File: src/sv/dpv_pkg.sv
`timescale 1ns / 1ps
`default_nettype none
package dpv_pkg;

    // Field and register widths
    localparam int SAMPLE_BITS = 10;
    localparam int GAIN_W      = 16;
    localparam int PERIOD_W    = 10;
    localparam int CFG_INDEX_W = 3;
    localparam int CFG_DATA_W  = 16;

    // Multiplicand width: widest of ki*period and kd*2000
    localparam int COEF_W      = 27;
    // Divisor width: widest of full scale, 256*period and 512000
    localparam int DIV_D_W     = 19;

    // Converter full scale and its rounding half
    localparam logic [SAMPLE_BITS-1:0] FULL_SCALE = {SAMPLE_BITS{1'b1}};
    localparam logic [SAMPLE_BITS-1:0] HALF_FS    = {1'b0, {(SAMPLE_BITS-1){1'b1}}};

    // Q8.8 gain scaling
    localparam int                  P_SHIFT = 8;
    localparam logic [P_SHIFT-1:0]  P_HALF  = {1'b1, {(P_SHIFT-1){1'b0}}};

    // Integral term divisor 256*2000 and its half
    localparam logic [DIV_D_W-1:0]  I_DIVISOR = 19'd512000;
    localparam logic [DIV_D_W-1:0]  I_HALF    = 19'd256000;

    // Derivative term scale 2/T with T in milliseconds
    localparam int                   D_SCALE_W = 11;
    localparam logic [D_SCALE_W-1:0] D_SCALE   = 11'd2000;

    // Register indexes
    localparam logic [CFG_INDEX_W-1:0] REG_GAIN_PROP       = 3'd0;
    localparam logic [CFG_INDEX_W-1:0] REG_GAIN_INTEGRAL   = 3'd1;
    localparam logic [CFG_INDEX_W-1:0] REG_GAIN_DERIVATIVE = 3'd2;
    localparam logic [CFG_INDEX_W-1:0] REG_PERIOD_MS       = 3'd3;
    localparam logic [CFG_INDEX_W-1:0] REG_SETPOINT        = 3'd4;
    localparam logic [CFG_INDEX_W-1:0] REG_RUN_ENABLE      = 3'd5;

    // Request kinds
    localparam logic REQ_SAMPLE = 1'b0;
    localparam logic REQ_CLEAR  = 1'b1;

    typedef struct packed {
        logic                   req_type;
        logic [SAMPLE_BITS-1:0] measurement;
    } dpv_in_t;

    typedef struct packed {
        logic [SAMPLE_BITS-1:0] drive;
        logic                   clamped_high;
        logic                   clamped_low;
    } dpv_out_t;

    // Status of a serial arithmetic unit
    typedef struct packed {
        logic busy;
        logic done;
    } dpv_unit_stat_t;

endpackage
`default_nettype wire

File: src/sv/discrete_pid_velocity_form.sv
`timescale 1ns / 1ps
`default_nettype none
// A sample request runs through three passes of the bit-serial divider and five of the
// bit-serial multiplier, each retiring one bit per cycle, before its result is offered.
// Requests are accepted only in the idle state, so one sample request is finished before
// another is taken; a clear or ignored request leaves the block idle. A result left waiting
// holds the next one in the output state.
// Reset (aresetn low, synchronous) restores the register defaults and zeroes the history.
module discrete_pid_velocity_form
    import dpv_pkg::*;
#(
    parameter int ACC_FRAC_BITS = 16
) (
    input  wire                     aclk,
    input  wire                     aresetn,
    input  wire                     cfg_valid,
    output logic                    cfg_ready,
    input  wire  [CFG_INDEX_W-1:0]  cfg_index,
    input  wire  [CFG_DATA_W-1:0]   cfg_data,
    input  wire                     s_valid,
    output logic                    s_ready,
    input  wire  dpv_in_t           s_data,
    output logic                    m_valid,
    input  wire                     m_ready,
    output dpv_out_t                m_data
);

    localparam int F      = ACC_FRAC_BITS;
    localparam int EW     = F + 2;
    localparam int MAG_W  = F + 3;
    localparam int SUM_W  = F + 26;
    localparam int PROD_W = COEF_W + MAG_W;
    localparam int YW     = 32;
    localparam int S      = SAMPLE_BITS;

    localparam logic [YW-2:0] ONE_FIXED = {{(YW-2-F){1'b0}}, 1'b1, {F{1'b0}}};

    // Sequencer states
    localparam logic [4:0] ST_IDLE  = 5'd0;
    localparam logic [4:0] ST_E0_GO = 5'd1;
    localparam logic [4:0] ST_E0_WT = 5'd2;
    localparam logic [4:0] ST_P_GO  = 5'd3;
    localparam logic [4:0] ST_P_WT  = 5'd4;
    localparam logic [4:0] ST_I1_GO = 5'd5;
    localparam logic [4:0] ST_I1_WT = 5'd6;
    localparam logic [4:0] ST_I2_GO = 5'd7;
    localparam logic [4:0] ST_I2_WT = 5'd8;
    localparam logic [4:0] ST_I3_GO = 5'd9;
    localparam logic [4:0] ST_I3_WT = 5'd10;
    localparam logic [4:0] ST_D1_GO = 5'd11;
    localparam logic [4:0] ST_D1_WT = 5'd12;
    localparam logic [4:0] ST_D2_GO = 5'd13;
    localparam logic [4:0] ST_D2_WT = 5'd14;
    localparam logic [4:0] ST_D3_GO = 5'd15;
    localparam logic [4:0] ST_D3_WT = 5'd16;
    localparam logic [4:0] ST_FIN   = 5'd17;
    localparam logic [4:0] ST_OUT   = 5'd18;

    // Configuration registers
    logic [GAIN_W-1:0]   gain_prop_reg;
    logic [GAIN_W-1:0]   gain_integral_reg;
    logic [GAIN_W-1:0]   gain_derivative_reg;
    logic [PERIOD_W-1:0] period_reg;
    logic [S-1:0]        setpoint_reg;
    logic                run_reg;

    // Sequencer and datapath registers
    logic [4:0]       state_reg, state_next;
    logic [S-1:0]     meas_reg, meas_next;
    logic [EW-1:0]    e_cur_reg, e_cur_next;
    logic [EW-1:0]    e1_reg, e1_next;
    logic [EW-1:0]    e2_reg, e2_next;
    logic [YW-1:0]    ol_reg, ol_next;
    logic [YW-1:0]    ob_reg, ob_next;
    logic [SUM_W-1:0] acc_reg, acc_next;
    logic             m_valid_reg, m_valid_next;
    dpv_out_t         m_data_reg, m_data_next;

    // Serial unit connections
    logic                 mul_start;
    logic [COEF_W-1:0]    mul_a;
    logic [MAG_W-1:0]     mul_b;
    logic [PROD_W-1:0]    mul_prod;
    dpv_unit_stat_t       mul_stat;
    logic                 div_start;
    logic [PROD_W-1:0]    div_num;
    logic [DIV_D_W-1:0]   div_den;
    logic [PROD_W-1:0]    div_quo;
    dpv_unit_stat_t       div_stat;

    // Narrow combinational terms
    logic [PERIOD_W-1:0]  per_eff;
    logic [S:0]           diff, diff_neg;
    logic [S-1:0]         diff_mag;
    logic [EW-1:0]        e_mag, e_mag_neg;
    logic [F+2:0]         d_p, d_p_neg;
    logic [F+3:0]         s_i, s_i_neg, s_d, s_d_neg;
    logic [MAG_W-1:0]     d_p_abs, s_i_abs, s_d_abs;
    logic [SUM_W-1:0]     ob_ext;
    logic [PROD_W-1:0]    p_round;
    logic [SUM_W-1:0]     p_term, q_term;
    logic                 sat_fit;
    logic [YW-1:0]        y_sat;
    logic                 y_high, y_low;
    logic [F+S:0]         y_scaled;
    logic [S-1:0]         drive_val;

    assign cfg_ready = 1'b1;
    assign s_ready   = (state_reg == ST_IDLE);
    assign m_valid   = m_valid_reg;
    assign m_data    = m_data_reg;

    // Register writes
    always_ff @(posedge aclk) begin
        if (!aresetn) begin
            gain_prop_reg       <= 16'd256;
            gain_integral_reg   <= 16'd1280;
            gain_derivative_reg <= '0;
            period_reg          <= 10'd10;
            setpoint_reg        <= '0;
            run_reg             <= 1'b0;
        end else if (cfg_valid) begin
            unique case (cfg_index)
                REG_GAIN_PROP:       gain_prop_reg       <= cfg_data[GAIN_W-1:0];
                REG_GAIN_INTEGRAL:   gain_integral_reg   <= cfg_data[GAIN_W-1:0];
                REG_GAIN_DERIVATIVE: gain_derivative_reg <= cfg_data[GAIN_W-1:0];
                REG_PERIOD_MS:       period_reg          <= cfg_data[PERIOD_W-1:0];
                REG_SETPOINT:        setpoint_reg        <= cfg_data[S-1:0];
                REG_RUN_ENABLE:      run_reg             <= cfg_data[0];
                default: ;
            endcase
        end
    end

    // Treat a zero period as one millisecond
    assign per_eff = (period_reg == '0) ? PERIOD_W'(1) : period_reg;

    // Setpoint minus measurement, split into sign and magnitude
    assign diff     = {1'b0, setpoint_reg} - {1'b0, meas_reg};
    assign diff_neg = -diff;
    assign diff_mag = diff[S] ? diff_neg[S-1:0] : diff[S-1:0];

    // Error combinations for the three terms
    assign d_p = {e_cur_reg[EW-1], e_cur_reg} - {e2_reg[EW-1], e2_reg};
    assign s_i = {{2{e_cur_reg[EW-1]}}, e_cur_reg} + {e1_reg[EW-1], e1_reg, 1'b0}
               + {{2{e2_reg[EW-1]}}, e2_reg};
    assign s_d = {{2{e_cur_reg[EW-1]}}, e_cur_reg} - {e1_reg[EW-1], e1_reg, 1'b0}
               + {{2{e2_reg[EW-1]}}, e2_reg};
    assign d_p_neg = -d_p;
    assign s_i_neg = -s_i;
    assign s_d_neg = -s_d;
    assign d_p_abs = d_p[F+2] ? d_p_neg[MAG_W-1:0] : d_p[MAG_W-1:0];
    assign s_i_abs = s_i[F+3] ? s_i_neg[MAG_W-1:0] : s_i[MAG_W-1:0];
    assign s_d_abs = s_d[F+3] ? s_d_neg[MAG_W-1:0] : s_d[MAG_W-1:0];

    // Signed error from the divider quotient
    assign e_mag     = {1'b0, div_quo[F:0]};
    assign e_mag_neg = -e_mag;

    // Rounded proportional term and divider term, both as magnitudes
    assign ob_ext  = {{(SUM_W-YW){ob_reg[YW-1]}}, ob_reg};
    assign p_round = mul_prod + {{(PROD_W-P_SHIFT){1'b0}}, P_HALF};
    assign p_term  = {{(SUM_W-PROD_W+P_SHIFT){1'b0}}, p_round[PROD_W-1:P_SHIFT]};
    assign q_term  = div_quo[SUM_W-1:0];

    // Saturate the sum to 32 bits
    assign sat_fit = (acc_reg[SUM_W-1:YW-1] == {(SUM_W-YW+1){acc_reg[SUM_W-1]}});
    assign y_sat   = sat_fit ? acc_reg[YW-1:0]
                   : (acc_reg[SUM_W-1] ? {1'b1, {(YW-1){1'b0}}} : {1'b0, {(YW-1){1'b1}}});

    // Clamp the latest output to [0,1] and scale to the converter range
    assign y_low     = ol_reg[YW-1];
    assign y_high    = !ol_reg[YW-1] && (ol_reg[YW-2:0] > ONE_FIXED);
    assign y_scaled  = {ol_reg[F:0], {S{1'b0}}} - {{S{1'b0}}, ol_reg[F:0]};
    assign drive_val = y_high ? FULL_SCALE : (y_low ? '0 : y_scaled[F+S-1:F]);

    // Select operands for the serial units
    always_comb begin
        mul_start = 1'b0;
        mul_a     = '0;
        mul_b     = '0;
        div_start = 1'b0;
        div_num   = '0;
        div_den   = '0;
        case (state_reg)
            ST_E0_GO: begin
                div_start = 1'b1;
                div_num   = {{(PROD_W-S-F){1'b0}}, diff_mag, {F{1'b0}}}
                          + {{(PROD_W-S){1'b0}}, HALF_FS};
                div_den   = {{(DIV_D_W-S){1'b0}}, FULL_SCALE};
            end
            ST_P_GO: begin
                mul_start = 1'b1;
                mul_a     = {{(COEF_W-GAIN_W){1'b0}}, gain_prop_reg};
                mul_b     = d_p_abs;
            end
            ST_I1_GO: begin
                mul_start = 1'b1;
                mul_a     = {{(COEF_W-GAIN_W){1'b0}}, gain_integral_reg};
                mul_b     = {{(MAG_W-PERIOD_W){1'b0}}, per_eff};
            end
            ST_I2_GO: begin
                mul_start = 1'b1;
                mul_a     = mul_prod[COEF_W-1:0];
                mul_b     = s_i_abs;
            end
            ST_I3_GO: begin
                div_start = 1'b1;
                div_num   = mul_prod + {{(PROD_W-DIV_D_W){1'b0}}, I_HALF};
                div_den   = I_DIVISOR;
            end
            ST_D1_GO: begin
                mul_start = 1'b1;
                mul_a     = {{(COEF_W-GAIN_W){1'b0}}, gain_derivative_reg};
                mul_b     = {{(MAG_W-D_SCALE_W){1'b0}}, D_SCALE};
            end
            ST_D2_GO: begin
                mul_start = 1'b1;
                mul_a     = mul_prod[COEF_W-1:0];
                mul_b     = s_d_abs;
            end
            ST_D3_GO: begin
                div_start = 1'b1;
                div_num   = mul_prod
                          + {{(PROD_W-PERIOD_W-P_SHIFT+1){1'b0}}, per_eff,
                             {(P_SHIFT-1){1'b0}}};
                div_den   = {{(DIV_D_W-PERIOD_W-P_SHIFT){1'b0}}, per_eff, {P_SHIFT{1'b0}}};
            end
            default: ;
        endcase
    end

    // Sequence one sample request through the serial units
    always_comb begin
        state_next   = state_reg;
        meas_next    = meas_reg;
        e_cur_next   = e_cur_reg;
        e1_next      = e1_reg;
        e2_next      = e2_reg;
        ol_next      = ol_reg;
        ob_next      = ob_reg;
        acc_next     = acc_reg;
        m_valid_next = m_valid_reg;
        m_data_next  = m_data_reg;
        if (m_valid_reg && m_ready) begin
            m_valid_next = 1'b0;
        end
        unique case (state_reg)
            ST_IDLE: begin
                if (s_valid) begin
                    if (s_data.req_type == REQ_CLEAR) begin
                        e1_next = '0;
                        e2_next = '0;
                        ol_next = '0;
                        ob_next = '0;
                    end else if (run_reg) begin
                        meas_next  = s_data.measurement;
                        state_next = ST_E0_GO;
                    end
                end
            end
            ST_E0_GO: state_next = ST_E0_WT;
            ST_E0_WT: begin
                if (div_stat.done) begin
                    e_cur_next = diff[S] ? e_mag_neg : e_mag;
                    state_next = ST_P_GO;
                end
            end
            ST_P_GO: state_next = ST_P_WT;
            ST_P_WT: begin
                if (mul_stat.done) begin
                    acc_next   = d_p[F+2] ? (ob_ext - p_term) : (ob_ext + p_term);
                    state_next = ST_I1_GO;
                end
            end
            ST_I1_GO: state_next = ST_I1_WT;
            ST_I1_WT: if (mul_stat.done) state_next = ST_I2_GO;
            ST_I2_GO: state_next = ST_I2_WT;
            ST_I2_WT: if (mul_stat.done) state_next = ST_I3_GO;
            ST_I3_GO: state_next = ST_I3_WT;
            ST_I3_WT: begin
                if (div_stat.done) begin
                    acc_next   = s_i[F+3] ? (acc_reg - q_term) : (acc_reg + q_term);
                    state_next = ST_D1_GO;
                end
            end
            ST_D1_GO: state_next = ST_D1_WT;
            ST_D1_WT: if (mul_stat.done) state_next = ST_D2_GO;
            ST_D2_GO: state_next = ST_D2_WT;
            ST_D2_WT: if (mul_stat.done) state_next = ST_D3_GO;
            ST_D3_GO: state_next = ST_D3_WT;
            ST_D3_WT: begin
                if (div_stat.done) begin
                    acc_next   = s_d[F+3] ? (acc_reg - q_term) : (acc_reg + q_term);
                    state_next = ST_FIN;
                end
            end
            ST_FIN: begin
                // Advance the history with the saturated output
                e2_next    = e1_reg;
                e1_next    = e_cur_reg;
                ob_next    = ol_reg;
                ol_next    = y_sat;
                state_next = ST_OUT;
            end
            ST_OUT: begin
                // Hold until the output register is free
                if (!m_valid_reg || m_ready) begin
                    m_valid_next             = 1'b1;
                    m_data_next.drive        = drive_val;
                    m_data_next.clamped_high = y_high;
                    m_data_next.clamped_low  = y_low;
                    state_next               = ST_IDLE;
                end
            end
            default: state_next = ST_IDLE;
        endcase
    end

    // Control and history registers
    always_ff @(posedge aclk) begin
        if (!aresetn) begin
            state_reg   <= ST_IDLE;
            m_valid_reg <= 1'b0;
            e1_reg      <= '0;
            e2_reg      <= '0;
            ol_reg      <= '0;
            ob_reg      <= '0;
        end else begin
            state_reg   <= state_next;
            m_valid_reg <= m_valid_next;
            e1_reg      <= e1_next;
            e2_reg      <= e2_next;
            ol_reg      <= ol_next;
            ob_reg      <= ob_next;
        end
    end

    // Working registers
    always_ff @(posedge aclk) begin
        meas_reg   <= meas_next;
        e_cur_reg  <= e_cur_next;
        acc_reg    <= acc_next;
        m_data_reg <= m_data_next;
    end

    dpv_ser_mul #(
        .A_W (COEF_W),
        .B_W (MAG_W)
    ) u_mul (
        .aclk    (aclk),
        .aresetn (aresetn),
        .start   (mul_start),
        .a       (mul_a),
        .b       (mul_b),
        .stat    (mul_stat),
        .product (mul_prod)
    );

    dpv_ser_div #(
        .N_W (PROD_W),
        .D_W (DIV_D_W)
    ) u_div (
        .aclk     (aclk),
        .aresetn  (aresetn),
        .start    (div_start),
        .num      (div_num),
        .den      (div_den),
        .stat     (div_stat),
        .quotient (div_quo)
    );

    // The two serial units never run at once
    assert property (@(posedge aclk) disable iff (!aresetn)
        !(mul_stat.busy && div_stat.busy))
        else $error("multiplier and divider busy together");

    // A multiplier result lands only while the sequencer waits for it
    assert property (@(posedge aclk) disable iff (!aresetn)
        mul_stat.done |-> (state_reg == ST_P_WT || state_reg == ST_I1_WT ||
                           state_reg == ST_I2_WT || state_reg == ST_D1_WT ||
                           state_reg == ST_D2_WT))
        else $error("multiplier result outside a wait state");

    // A clear request empties the history
    assert property (@(posedge aclk) disable iff (!aresetn)
        (s_valid && s_ready && s_data.req_type == REQ_CLEAR) |=>
        (e1_reg == '0 && e2_reg == '0 && ol_reg == '0 && ob_reg == '0))
        else $error("history not cleared");

    // A waiting result is never overwritten
    assert property (@(posedge aclk) disable iff (!aresetn)
        (state_reg == ST_OUT && m_valid_reg && !m_ready) |=> (state_reg == ST_OUT))
        else $error("result loaded over a pending one");

endmodule
`default_nettype wire

File: src/sv/dpv_ser_mul.sv
`timescale 1ns / 1ps
`default_nettype none
module dpv_ser_mul
    import dpv_pkg::*;
#(
    parameter int A_W = 27,
    parameter int B_W = 19
) (
    input  wire                   aclk,
    input  wire                   aresetn,
    input  wire                   start,
    input  wire  [A_W-1:0]        a,
    input  wire  [B_W-1:0]        b,
    output dpv_unit_stat_t        stat,
    output logic [A_W+B_W-1:0]    product
);

    localparam int P_W   = A_W + B_W;
    localparam int CNT_W = $clog2(B_W + 1);

    logic [A_W-1:0]   a_reg;
    logic [P_W-1:0]   prod_reg;
    logic [CNT_W-1:0] count_reg;
    logic             busy_reg;
    logic             done_reg;
    logic [A_W:0]     upper_sum;

    // Add the multiplicand when the lowest multiplier bit is set
    assign upper_sum = {1'b0, prod_reg[P_W-1:B_W]} + (prod_reg[0] ? {1'b0, a_reg} : '0);

    // Control: count one multiplier bit per cycle
    always_ff @(posedge aclk) begin
        if (!aresetn) begin
            busy_reg  <= 1'b0;
            done_reg  <= 1'b0;
            count_reg <= '0;
        end else begin
            done_reg <= 1'b0;
            if (start) begin
                busy_reg  <= 1'b1;
                count_reg <= CNT_W'(B_W);
            end else if (busy_reg) begin
                count_reg <= count_reg - 1'b1;
                if (count_reg == CNT_W'(1)) begin
                    busy_reg <= 1'b0;
                    done_reg <= 1'b1;
                end
            end
        end
    end

    // Datapath: shift the partial product right
    always_ff @(posedge aclk) begin
        if (start) begin
            a_reg    <= a;
            prod_reg <= {{A_W{1'b0}}, b};
        end else if (busy_reg) begin
            prod_reg <= {upper_sum, prod_reg[B_W-1:1]};
        end
    end

    assign stat    = '{busy: busy_reg, done: done_reg};
    assign product = prod_reg;

endmodule
`default_nettype wire

File: src/sv/dpv_ser_div.sv
`timescale 1ns / 1ps
`default_nettype none
module dpv_ser_div
    import dpv_pkg::*;
#(
    parameter int N_W = 46,
    parameter int D_W = 19
) (
    input  wire               aclk,
    input  wire               aresetn,
    input  wire               start,
    input  wire  [N_W-1:0]    num,
    input  wire  [D_W-1:0]    den,
    output dpv_unit_stat_t    stat,
    output logic [N_W-1:0]    quotient
);

    localparam int CNT_W = $clog2(N_W + 1);

    logic [D_W-1:0]   rem_reg;
    logic [N_W-1:0]   quo_reg;
    logic [D_W-1:0]   den_reg;
    logic [CNT_W-1:0] count_reg;
    logic             busy_reg;
    logic             done_reg;
    logic [D_W:0]     shifted;
    logic [D_W+1:0]   trial;
    logic             fits;

    // Trial subtract of the divisor from the partial remainder
    assign shifted = {rem_reg, quo_reg[N_W-1]};
    assign trial   = {1'b0, shifted} - {2'b00, den_reg};
    assign fits    = !trial[D_W+1];

    // Control: one quotient bit per cycle
    always_ff @(posedge aclk) begin
        if (!aresetn) begin
            busy_reg  <= 1'b0;
            done_reg  <= 1'b0;
            count_reg <= '0;
        end else begin
            done_reg <= 1'b0;
            if (start) begin
                busy_reg  <= 1'b1;
                count_reg <= CNT_W'(N_W);
            end else if (busy_reg) begin
                count_reg <= count_reg - 1'b1;
                if (count_reg == CNT_W'(1)) begin
                    busy_reg <= 1'b0;
                    done_reg <= 1'b1;
                end
            end
        end
    end

    // Datapath: restoring division, numerator shifts out as quotient shifts in
    always_ff @(posedge aclk) begin
        if (start) begin
            rem_reg <= '0;
            quo_reg <= num;
            den_reg <= den;
        end else if (busy_reg) begin
            rem_reg <= fits ? trial[D_W-1:0] : shifted[D_W-1:0];
            quo_reg <= {quo_reg[N_W-2:0], fits};
        end
    end

    assign stat     = '{busy: busy_reg, done: done_reg};
    assign quotient = quo_reg;

endmodule
`default_nettype wire
File: config.mk
export PLATFORM = sky130hd
export DESIGN_NAME = discrete_pid_velocity_form
export DESIGN_NICKNAME = d
export VERILOG_FILES = /design/src/sv/dpv_pkg.sv /design/src/sv/discrete_pid_velocity_form.sv /design/src/sv/dpv_ser_mul.sv /design/src/sv/dpv_ser_div.sv
export SDC_FILE = /design/constraint.sdc
export NUM_CORES = 2
export LEC_CHECK = 0
export ABC_AREA = 1
export BUFFER_PORTS_ARGS = -buffer_cell sky130_fd_sc_hd__buf_2
export CAP_MARGIN = 20
export CORE_MARGIN = 2
export CORE_UTILIZATION = 31
export DETAILED_ROUTE_END_ITERATION = 8
export SLEW_MARGIN = 10
export SYNTH_ARGS = -nofsm -noshare
export SYNTH_HDL_FRONTEND = slang
export SYNTH_SLANG_ARGS = --single-unit
File: constraint.sdc
create_clock -name aclk -period 5 [get_ports aclk]
set_input_delay 1 -clock aclk [delete_from_list [all_inputs] [get_ports aclk]]
set_output_delay 1 -clock aclk [all_outputs]
set_load 0.01 [all_outputs]
==> flow_summary.ini <==
[synthesis]
syn_area_per_cell_sq_um = 6.43
synth_area_sq_mm = 0.0391
yosysTopAreaCell = nand2_1
ys_seq_area_share_pct = 26.4
synthTopCellsByArea = nand2_1 14%, edfxtp_1 14%, dfxtp_1 12%
synth_cell_types = 67
synthCells = 6079
yosysTopAreaCellShare_pct = 14.4
ys_seq_elements = 422
synth_edf_count = 186
synth_nets = 6420
synth_flop_cell = dfxtp_1
async_flop_share_pct = 0
ys_warn_count = 0

[hold_path]
hp-class = flop to flop

[routing]
antenna_left = 0
met3_length_microns = 12600
drtIter0Drc = 4124
vias_per_cell = 5.26
num_vias = 42100
finalWirelength_microns = 168000
drc = 0
top_layer_used = met5
post_drt_wl_per_cell_microns = 20.9
wl_met2_microns = 75600
first_pass_iters = 6
wl_met1_microns = 73600

[critical_path]
worstSetupPathType = flop to flop
required_ps = 5400
worstSetupStartpointType = flop
max_stage_delay_ps = 420
cp_max_fo = 5
endpoint_kind = flop
slowest_stage = edfxtp_1
cp_data_arrival_time_ps = 5230
cp_common_cell = nand2_1

[placement]
place_area_sq_mm = 0.0429
portBuffers = 48
gp_congestion = 1.03
dp_worst_setup_slack_ps = -686
dp_hpwl_microns = 138000

[timing]
setup_viol = 0
worst-slew-pin-transition_ps = 1220
drv_slew = 0
fin_crit_ps = 4830
setup_slack_ps = 169
fmax_ghz = 0.207
finClkSkew_ps = 71.8
finalCritPeriodShare_pct = 96.6
hold_viol_final = 0
slew_headroom_pct = 17.5

[power]
ir_drop_mv = 0.281
power_density_mw_per_mm2 = 484
cellLeakagePower_nw = 20.6

[global_routing]
grt_max_degree = 71
grt_pass1_wl_microns = 248000
grt_pass1_vias = 39600
grt_remaining_overflow = 0
antenna_found_initial = 2
track_usage_pct = 25.0

[cts]
cts_tree = yes
cts-htree-levels = 2
clockRootBuffer = clkbuf_16
cts_buffer_depth = 3
cts_sinks = 422
clkTransAtPathRegs_ps = 70
cts_buffers = 54
clock_latency_ps = 690

[die]
coreArea_sq_mm = 0.125
fp.dieArea_sq_mm = 0.129
die_x_microns = 359
initial_core_util_pct = 31.2
fp-row-count = 130
dieHeight_microns = 359
io_pins = 50

[cells_and_area]
layout_common_cells = 1495 x nand2_1, 854 x inv_1, 637 x nor2_1
fin_nets = 6652
drive_gt1_share_pct = 10.2
fin_area_sq_mm = 0.0453
final_common_cell = nand2_1
antenna_cells = 0
area_growth_pct = 16.0

[outcome]
status = completed

[job]
max_cap_violations = 0
## Yosys cell counts, types with 3 or more instances
| cell type | number |
|---|---|
| a31oi_1 | 49 |
| a21boi_0 | 11 |
| buf_4 | 8 |
| nor2_4 | 11 |
| nand3b_1 | 18 |
| clkbuf_1 | 138 |
| a311oi_1 | 3 |
| nor3_1 | 71 |
| inv_2 | 12 |
| o221ai_1 | 10 |
| nand2_1 | 1501 |
| xnor2_1 | 38 |
| o211ai_1 | 50 |
| fa_1 | 45 |
| a211oi_1 | 7 |
| nor3_2 | 4 |
| o21ai_1 | 14 |
| and3_1 | 5 |
| a21o_1 | 29 |
| inv_1 | 859 |
| o311ai_0 | 3 |
| nor2_1 | 659 |
| a21oi_1 | 522 |
| buf_2 | 25 |
| nand4_1 | 100 |
| or2_2 | 23 |
| o21ai_0 | 394 |
| ha_1 | 261 |
| o2111ai_1 | 10 |
| nor2_2 | 27 |
| nand2_2 | 25 |
| buf_1 | 8 |
| edfxtp_1 | 186 |
| dfxtp_1 | 236 |
| o21a_1 | 13 |
| o22ai_1 | 16 |
| nand3_1 | 435 |
| nor4_1 | 30 |
| and2_1 | 7 |
| xor2_1 | 148 |
| o21bai_1 | 28 |
| o31ai_1 | 11 |
## layout make-up
| class | instances | area, sq um |
|---|---|---|
| clock inverter | 33 | 317 |
| sequential | 422 | 10300 |
| fill | 13600 | 80100 |
| multi-input combinational | 4603 | 25200 |
| timing repair buffer | 357 | 2610 |
| clock buffer | 69 | 1510 |
| inverter | 873 | 3280 |
| tap | 1650 | 2060 |
## stage by stage
step | total power [mW] | hold WS (ps) | setup TNS [ps] | utilization [%] | std cells
CTS | 21.5 | 451 | -31.4 | 35.7 | 7989
floorplan | 12.4 | 427 | 0 | - | 6079
finish | 21.9 | 458 | 0 | 36.2 | 8007
global route | 23.2 | 472 | -172 | 36.2 | 8007
detailed placement | 17.4 | 444 | -966 | 34.2 | 7883
global placement | 17.4 | 439 | -869 | 34.2 | 7883
## routing by layer
layer	up-vias	track usage [%]
met5	-	0
li1	20400	-
met4	2	7.93
met2	1656	40.7
met3	284	3.57
met1	19700	34.0
## power breakdown
part | internal (mW) | switching (mW) | leakage (nW)
combinational | 3.97 | 8.64 | 16.1
clock | 2.32 | 1.72 | 0.899
sequential | 4.42 | 0.879 | 3.60
total | 10.7 | 11.2 | 20.6
## cell families after synthesis
group	Yosys count	synth area share (%)
buffers and inverters	1054	10.3
other	1	0.00959
muxes	1	0.0256
and+or+nand+nor	2923	31.6
DFF	422	26.4
AOI/OAI and AO/OA	1185	16.8
adders and majority gates	306	10.7
xor gates and xnor gates	187	4.21
## worst max-delay path, delay by kind of cell, from the launching register on
kind,cells,cell delay (ps)
flip-flops,1,420
AND/OR/NAND/NOR,21,2800
adder cells (fa/ha/maj),2,520
buffers and inverters,6,790
## final timing paths
kind                                        end                     startpoint  cells past startpoint  slack, ps
hold reg to reg   gain_prop_reg[8]$_SDFFE_PN1P_  gain_prop_reg[8]$_SDFFE_PN1P_                      2        460
setup / recovery          acc_reg[38]$_DFFE_PP_     u_mul.product[7]$_DFFE_PP_                     29        170
setup reg to reg          acc_reg[38]$_DFFE_PP_     u_mul.product[7]$_DFFE_PP_                     29        170
hold / removal    gain_prop_reg[8]$_SDFFE_PN1P_  gain_prop_reg[8]$_SDFFE_PN1P_                      2        460
## what timing repair did
item,CTS,global route
hold buffers,0,0
gates resized for setup,12,96
buffers inserted,4,16
setup endpoints to repair,4,26
pin swaps,2,18
Note: power is estimated with default switching activity, not from simulation.
